**config.mk**
```make
export PLATFORM = sky130hd
export DESIGN_NAME = tag_attribute_lexer
export DESIGN_NICKNAME = d
export VERILOG_FILES = /design/src/rtl/tal_pkg.sv /design/src/rtl/tal_lex_core.sv /design/src/rtl/tag_attribute_lexer.sv
export SDC_FILE = /design/constraint.sdc
export NUM_CORES = 1
export LEC_CHECK = 0
export BUFFER_PORTS_ARGS = -buffer_cell sky130_fd_sc_hd__buf_2
export CORE_ASPECT_RATIO = 1.5
export CORE_MARGIN = 2
export CORE_UTILIZATION = 38
export DETAILED_ROUTE_END_ITERATION = 6
export GPL_TIMING_DRIVEN = 0
export PLACE_DENSITY_LB_ADDON = 0.12
export SETUP_SLACK_MARGIN = 0.5
export SLEW_MARGIN = 20
export SYNTH_ARGS = -nofsm -noshare
export SYNTH_HDL_FRONTEND = slang
export SYNTH_SLANG_ARGS = --single-unit
```
**constraint.sdc**
```tcl
create_clock -name clk_i -period 2.6 [get_ports clk_i]
set_clock_uncertainty 0.15 [all_clocks]
set_input_delay 0.26 -clock clk_i [delete_from_list [all_inputs] [get_ports clk_i]]
set_output_delay 0.26 -clock clk_i [all_outputs]
set_load 0.02 [all_outputs]
```
**src/rtl/tal_pkg.sv**
```systemverilog
package tal_pkg;

  typedef struct packed {
    logic [15:0] char_code;
    logic        end_of_text;
  } tal_in_t;

  typedef struct packed {
    logic [15:0] char_echo;
    logic [1:0]  role;
    logic        starts_pair;
    logic        prior_pair_done;
    logic        final_pair_done;
    logic        header_done;
  } tal_out_t;

  typedef enum logic [2:0] {
    ST_BETWEEN   = 3'd0,
    ST_KEY       = 3'd1,
    ST_AFTER_KEY = 3'd2,
    ST_AFTER_EQ  = 3'd3,
    ST_QVAL      = 3'd4,
    ST_QCLOSED   = 3'd5,
    ST_UVAL      = 3'd6,
    ST_DONE      = 3'd7
  } lex_state_e;

  localparam logic [1:0] ROLE_SKIP  = 2'd0;
  localparam logic [1:0] ROLE_KEY   = 2'd1;
  localparam logic [1:0] ROLE_VALUE = 2'd2;

  localparam logic [15:0] CH_EQ    = 16'h003D;
  localparam logic [15:0] CH_SLASH = 16'h002F;
  localparam logic [15:0] CH_GT    = 16'h003E;
  localparam logic [15:0] CH_DQ    = 16'h0022;
  localparam logic [15:0] CH_SQ    = 16'h0027;
  localparam logic [15:0] CH_SPACE = 16'h0020;
  localparam logic [15:0] CH_TAB   = 16'h0009;
  localparam logic [15:0] CH_CR    = 16'h000D;

endpackage

```
**src/rtl/tal_lex_core.sv**
```systemverilog
module tal_lex_core
  import tal_pkg::*;
(
  input  logic     clk_i,
  input  logic     rst_ni,
  input  logic     advance_i,
  input  tal_in_t  item_i,
  output tal_out_t res_o
);

  lex_state_e state_q, state_d;
  logic       quote_single_q, quote_single_d;
  logic       is_ws, is_end_mark, begin_tok;
  logic [15:0] c;

  assign c           = item_i.char_code;
  assign is_ws       = (c inside {CH_SPACE, [CH_TAB:CH_CR]});
  assign is_end_mark = (c == CH_SLASH) || (c == CH_GT);

  always_ff @(posedge clk_i or negedge rst_ni) begin
    if (!rst_ni) begin
      state_q        <= ST_BETWEEN;
      quote_single_q <= 1'b0;
    end else if (advance_i) begin
      state_q        <= state_d;
      quote_single_q <= quote_single_d;
    end
  end

  always_comb begin
    state_d         = state_q;
    quote_single_d  = quote_single_q;
    begin_tok       = 1'b0;
    res_o           = '0;
    res_o.char_echo = c;
    res_o.role      = ROLE_SKIP;

    case (state_q)
      ST_BETWEEN: begin
        if (!is_ws) begin
          begin_tok = 1'b1;
        end
      end
      ST_KEY: begin
        if (c == CH_EQ) begin
          state_d = ST_AFTER_EQ;
        end else if (is_ws) begin
          state_d = ST_AFTER_KEY;
        end else begin
          res_o.role = ROLE_KEY;
        end
      end
      ST_AFTER_KEY: begin
        if (is_ws) begin
          state_d = ST_AFTER_KEY;
        end else if (c == CH_EQ) begin
          state_d = ST_AFTER_EQ;
        end else begin
          res_o.prior_pair_done = 1'b1;
          begin_tok             = 1'b1;
        end
      end
      ST_AFTER_EQ: begin
        if (is_ws) begin
          state_d = ST_AFTER_EQ;
        end else if ((c == CH_DQ) || (c == CH_SQ)) begin
          quote_single_d = (c == CH_SQ);
          state_d        = ST_QVAL;
        end else if (is_end_mark) begin
          res_o.prior_pair_done = 1'b1;
          res_o.header_done     = 1'b1;
          state_d               = ST_DONE;
        end else begin
          res_o.role = ROLE_VALUE;
          state_d    = ST_UVAL;
        end
      end
      ST_QVAL: begin
        if (c == (quote_single_q ? CH_SQ : CH_DQ)) begin
          state_d = ST_QCLOSED;
        end else begin
          res_o.role = ROLE_VALUE;
        end
      end
      ST_QCLOSED: begin
        res_o.prior_pair_done = 1'b1;
        if (is_ws) begin
          state_d = ST_BETWEEN;
        end else begin
          begin_tok = 1'b1;
        end
      end
      ST_UVAL: begin
        if (is_ws) begin
          res_o.prior_pair_done = 1'b1;
          state_d               = ST_BETWEEN;
        end else if (is_end_mark) begin
          res_o.prior_pair_done = 1'b1;
          res_o.header_done     = 1'b1;
          state_d               = ST_DONE;
        end else begin
          res_o.role = ROLE_VALUE;
        end
      end
      default: begin
        state_d = state_q;
      end
    endcase

    if (begin_tok) begin
      if (is_end_mark) begin
        res_o.header_done = 1'b1;
        state_d           = ST_DONE;
      end else if (c == CH_EQ) begin
        res_o.starts_pair = 1'b1;
        state_d           = ST_AFTER_EQ;
      end else begin
        res_o.starts_pair = 1'b1;
        res_o.role        = ROLE_KEY;
        state_d           = ST_KEY;
      end
    end

    if (item_i.end_of_text) begin
      res_o.final_pair_done = (state_d != ST_BETWEEN) && (state_d != ST_DONE);
      state_d               = ST_BETWEEN;
      quote_single_d        = 1'b0;
    end
  end

  // A header end that is not also the last character parks the lexer.
  a_header_parks: assert property (@(posedge clk_i) disable iff (!rst_ni)
    advance_i && res_o.header_done && !item_i.end_of_text |=> state_q == ST_DONE)
    else $error("header end did not park the lexer");

  // Once parked, characters carry no role and no flags.
  a_done_silent: assert property (@(posedge clk_i) disable iff (!rst_ni)
    state_q == ST_DONE |-> res_o.role == ROLE_SKIP && !res_o.starts_pair &&
      !res_o.prior_pair_done && !res_o.header_done)
    else $error("character after header end was classified");

  // The last character of a string returns the lexer to its reset state.
  a_eot_resets: assert property (@(posedge clk_i) disable iff (!rst_ni)
    advance_i && item_i.end_of_text |=> state_q == ST_BETWEEN && !quote_single_q)
    else $error("end of text did not reset the lexer");

  // A character never both opens a pair and belongs to a value.
  a_start_not_value: assert property (@(posedge clk_i) disable iff (!rst_ni)
    res_o.starts_pair |-> res_o.role != ROLE_VALUE && !res_o.header_done)
    else $error("pair start carries a value role or header end");

endmodule

```
**src/rtl/tag_attribute_lexer.sv**
```systemverilog
// Streaming lexer for the attribute list of a markup tag. Each input beat carries one
// character and an end-of-text flag; each output beat echoes it with its role (skipped,
// key or value) and pair and header-end flags. One character is taken every cycle while
// the output is not stalled. A taken input beat is held in the input register and then moves
// into the result register, from which it is offered on the output; the lexer state
// advances as the character moves into the result register.
module tag_attribute_lexer
  import tal_pkg::*;
(
  input  logic     clk_i,
  input  logic     rst_ni,
  input  logic     in_valid_i,
  output logic     in_stall_o,
  input  tal_in_t  in_data_i,
  output logic     out_valid_o,
  input  logic     out_stall_i,
  output tal_out_t out_data_o
);

  logic     in_valid_q;
  tal_in_t  in_data_q;
  logic     out_valid_q;
  tal_out_t out_data_q;
  tal_out_t res;
  logic     advance, in_take;

  assign advance    = in_valid_q && (!out_valid_q || !out_stall_i);
  assign in_stall_o = in_valid_q && !advance;
  assign in_take    = in_valid_i && !in_stall_o;

  always_ff @(posedge clk_i or negedge rst_ni) begin
    if (!rst_ni) begin
      in_valid_q <= 1'b0;
    end else if (in_take) begin
      in_valid_q <= 1'b1;
    end else if (advance) begin
      in_valid_q <= 1'b0;
    end
  end

  always_ff @(posedge clk_i) begin
    if (in_take) begin
      in_data_q <= in_data_i;
    end
  end

  tal_lex_core u_core (
    .clk_i     (clk_i),
    .rst_ni    (rst_ni),
    .advance_i (advance),
    .item_i    (in_data_q),
    .res_o     (res)
  );

  always_ff @(posedge clk_i or negedge rst_ni) begin
    if (!rst_ni) begin
      out_valid_q <= 1'b0;
    end else if (advance) begin
      out_valid_q <= 1'b1;
    end else if (!out_stall_i) begin
      out_valid_q <= 1'b0;
    end
  end

  always_ff @(posedge clk_i) begin
    if (advance) begin
      out_data_q <= res;
    end
  end

  assign out_valid_o = out_valid_q;
  assign out_data_o  = out_data_q;

endmodule
```
==> impl_metrics.ini <==
[global_routing]
grt_max_degree = 24
grt_pass1_vias = 1590
antenna_found_initial = 0
grt_use_total = 0.164
grt_pass1_wl_um = 7430
overflow = 0

[placed_design]
pre_cts_slack_ps = -66.6
gp_congestion = 0.914
dp_hpwl_um = 3140
dpl-instance-area_um2 = 2390
io_buffers = 44

[logic_synthesis]
synth_flop_cell = edfxtp_1
synth_top_area_share = 0.567
synth_top_cell_by_area = edfxtp_1
yosysMostFrequentCell = edfxtp_1
syn_area_per_cell_um2 = 13.0
yosysSeqAreaShare = 0.640
synthAdderAreaFrac = 0
ys_warn_count = 0
synth_mux_area_frac = 0.00485
synth_cell_types = 49
synthesis.area_um2 = 2060
synth_xor_area_frac = 0.0127
netlist_top_cells_count = edfxtp_1, nand2_1, nor2_1
synth_compound_area_frac = 0.135
synth_top_family_by_area = simple AND/OR/NAND/NOR gates
syn-num-nets = 180
synthTopCellsByArea = edfxtp_1, dfrtp_1, nand2_1
yosys.area_share.simple = 0.172
synth-edff-count = 39
synthCells = 159
synth-seq-cells = 45
synthArstFlopShare = 0.133

[setup_path]
r2r.worst_path.cells = 7
slowest_delay_ps = 500
cp.arrival_ps = 2420
crit_chain = and3b_2 > o21ai_4 > a211o_4 > nand2_4 > or3_4 > a211o_1 > o221a_1
cp_max_fo = 6
cp-end-kind = register
critical-path-slowest-cell = edfxtp_1
cp-start-kind = register
crit_required_ps = 2510
crit_type = register to register

[route]
ant_nets = 0
vias = 1581
dr.pass1.iters = 4
routedWlPerCell_um = 15.3
drtIter0Drc = 75
drc_errors = 0
vias_per_cell = 5.10
wl_um = 4740

[min_path]
hp-class = primary input to register
holdPathStages = 2

[die]
die_h_um = 94.3
rows = 32
fp.dieArea_um2 = 6050
initial_utilization = 0.397
ioPinCount = 45
die_w_um = 64.2
coreArea_um2 = 5200

[status]
status = finished, final reports clean

[sta]
tightest_slew_ps = 896
slew_violations = 0
fin_crit_sh = 0.964
setup_viol = 0
fin_ws_ps = 92.8
fin_crit_ps = 2510
max_slew_margin = 0.402
hold_violations = 0
rsz0062_at_grt = true
fmaxAchievable_mhz = 399

[pwr]
leakagePower_nw = 1.10
powerDensity_nw_per_um2 = 819
ir_worst_vdd_mv = 0.480

[finish]
final_area_um2 = 2880
drive_above_1_share = 0.388
syn2layout_area_growth_pct = 39.3
antenna_cells = 0
fin_nets = 262

[clocking]
cts_made_buffers = 5
clk_path_buf_depth = 2
htreeDepth = 2
path_clk_slew_ps = 90
cts_tree = yes
clkLatencyLatePin_ps = 300
cts.sink_count = 45
root_buffer = clkbuf_8

[flow_run]
maxCapViolCount = 0
## flip-flops by register name (all words and copies together) (netlist names)
| name | cells |
|---|---|
| in_data_q | 17 |
| out_valid_o | 1 |
| out_data_o | 22 |
| u_core.state_q | 3 |
| in_valid_q | 1 |
| u_core.quote_single_q | 1 |
## worst paths after layout
kind	from	slack [ps]	end
max	in_data_q[4]	90	out_data_o[1]
min	in_valid_i	8	in_valid_q
max reg2reg	in_data_q[4]	90	out_data_o[1]
min reg2reg	in_data_q[15]	310	out_data_o[20]
max in group asynchronous	rst_ni	1990	u_core.quote_single_q
min in group asynchronous	rst_ni	160	out_valid_o
## cell type report
| type | instances | area (µm²) |
|---|---|---|
| fillers | 462 | 2330 |
| flip-flops and latches | 45 | 1320 |
| multi-input cells | 104 | 774 |
| repair buffers | 75 | 513 |
| well taps | 68 | 85.1 |
| clock buffers | 5 | 68.8 |
| plain buffers | 5 | 53.8 |
| clock inverters | 3 | 41.3 |
| inverters | 5 | 18.8 |
## per-stage QoR
stage / TNS, ps / power, W / cells / hold slack, ps / util
after global placement: -37.5 / 0.00164 / 271 / -59.3 / 0.460
after CTS: 0 / 0.00230 / 306 / 4.84 / 0.536
after global routing: -6.98 / 0.00248 / 310 / 9.52 / 0.553
after detailed placement: -66.6 / 0.00165 / 271 / -55.4 / 0.460
final: 0 / 0.00235 / 310 / 7.69 / 0.553
after floorplan: 0 / 0.00148 / 159 / -186 / -
## metal layers
layer | share of wire | up-vias | global-route usage
li1 | - | 765 | -
met1 | 0.38 | 755 | 0.170
met2 | 0.56 | 49 | 0.313
met3 | 0.033 | 12 | 0.0264
met4 | 0.029 | 0 | 0.0762
met5 | 0 | - | 0
## timing repair
action | in CTS | in global routing
hold endpoints to repair | 23 | 0
setup endpoints to repair | 7 | 9
setup buffers | 9 | 4
gates resized for setup | 14 | 14
pin swaps | 15 | 14
hold buffers | 18 | 0
## report_power, final
group          switching, W  internal [W]
Clock              0.000243      0.000283
Combinational      0.000491      0.000381
Sequential        0.0000557      0.000901
Total              0.000790       0.00156
## cell usage in the layout, fill, tap and decap left out, types with 3 or more instances in the layout
cell / count
o21ai_1: 6
nor2_1: 14
dfrtp_1: 6
o21ai_0: 4
nand2b_1: 4
xor2_1: 3
o21ai_2: 3
and2_1: 3
nor3_1: 4
buf_2: 44
dlygate4sd3_1: 18
edfxtp_1: 39
nand2_1: 15
inv_1: 5
buf_4: 9
clkbuf_8: 7
buf_6: 6
## critical path: cells and delay by family, from the launching register on
kind | cells | cell delay, ps
flops | 1 | 500
simple gates | 3 | 690
compound gates | 4 | 930
## logic make-up after synthesis
kind of cell    after synthesis
compound gates               38
xor+xnor                      3
buf+inv                      10
flops                        45
mux                           1
simple gates                 62
Power figures use the tool's default switching activity.
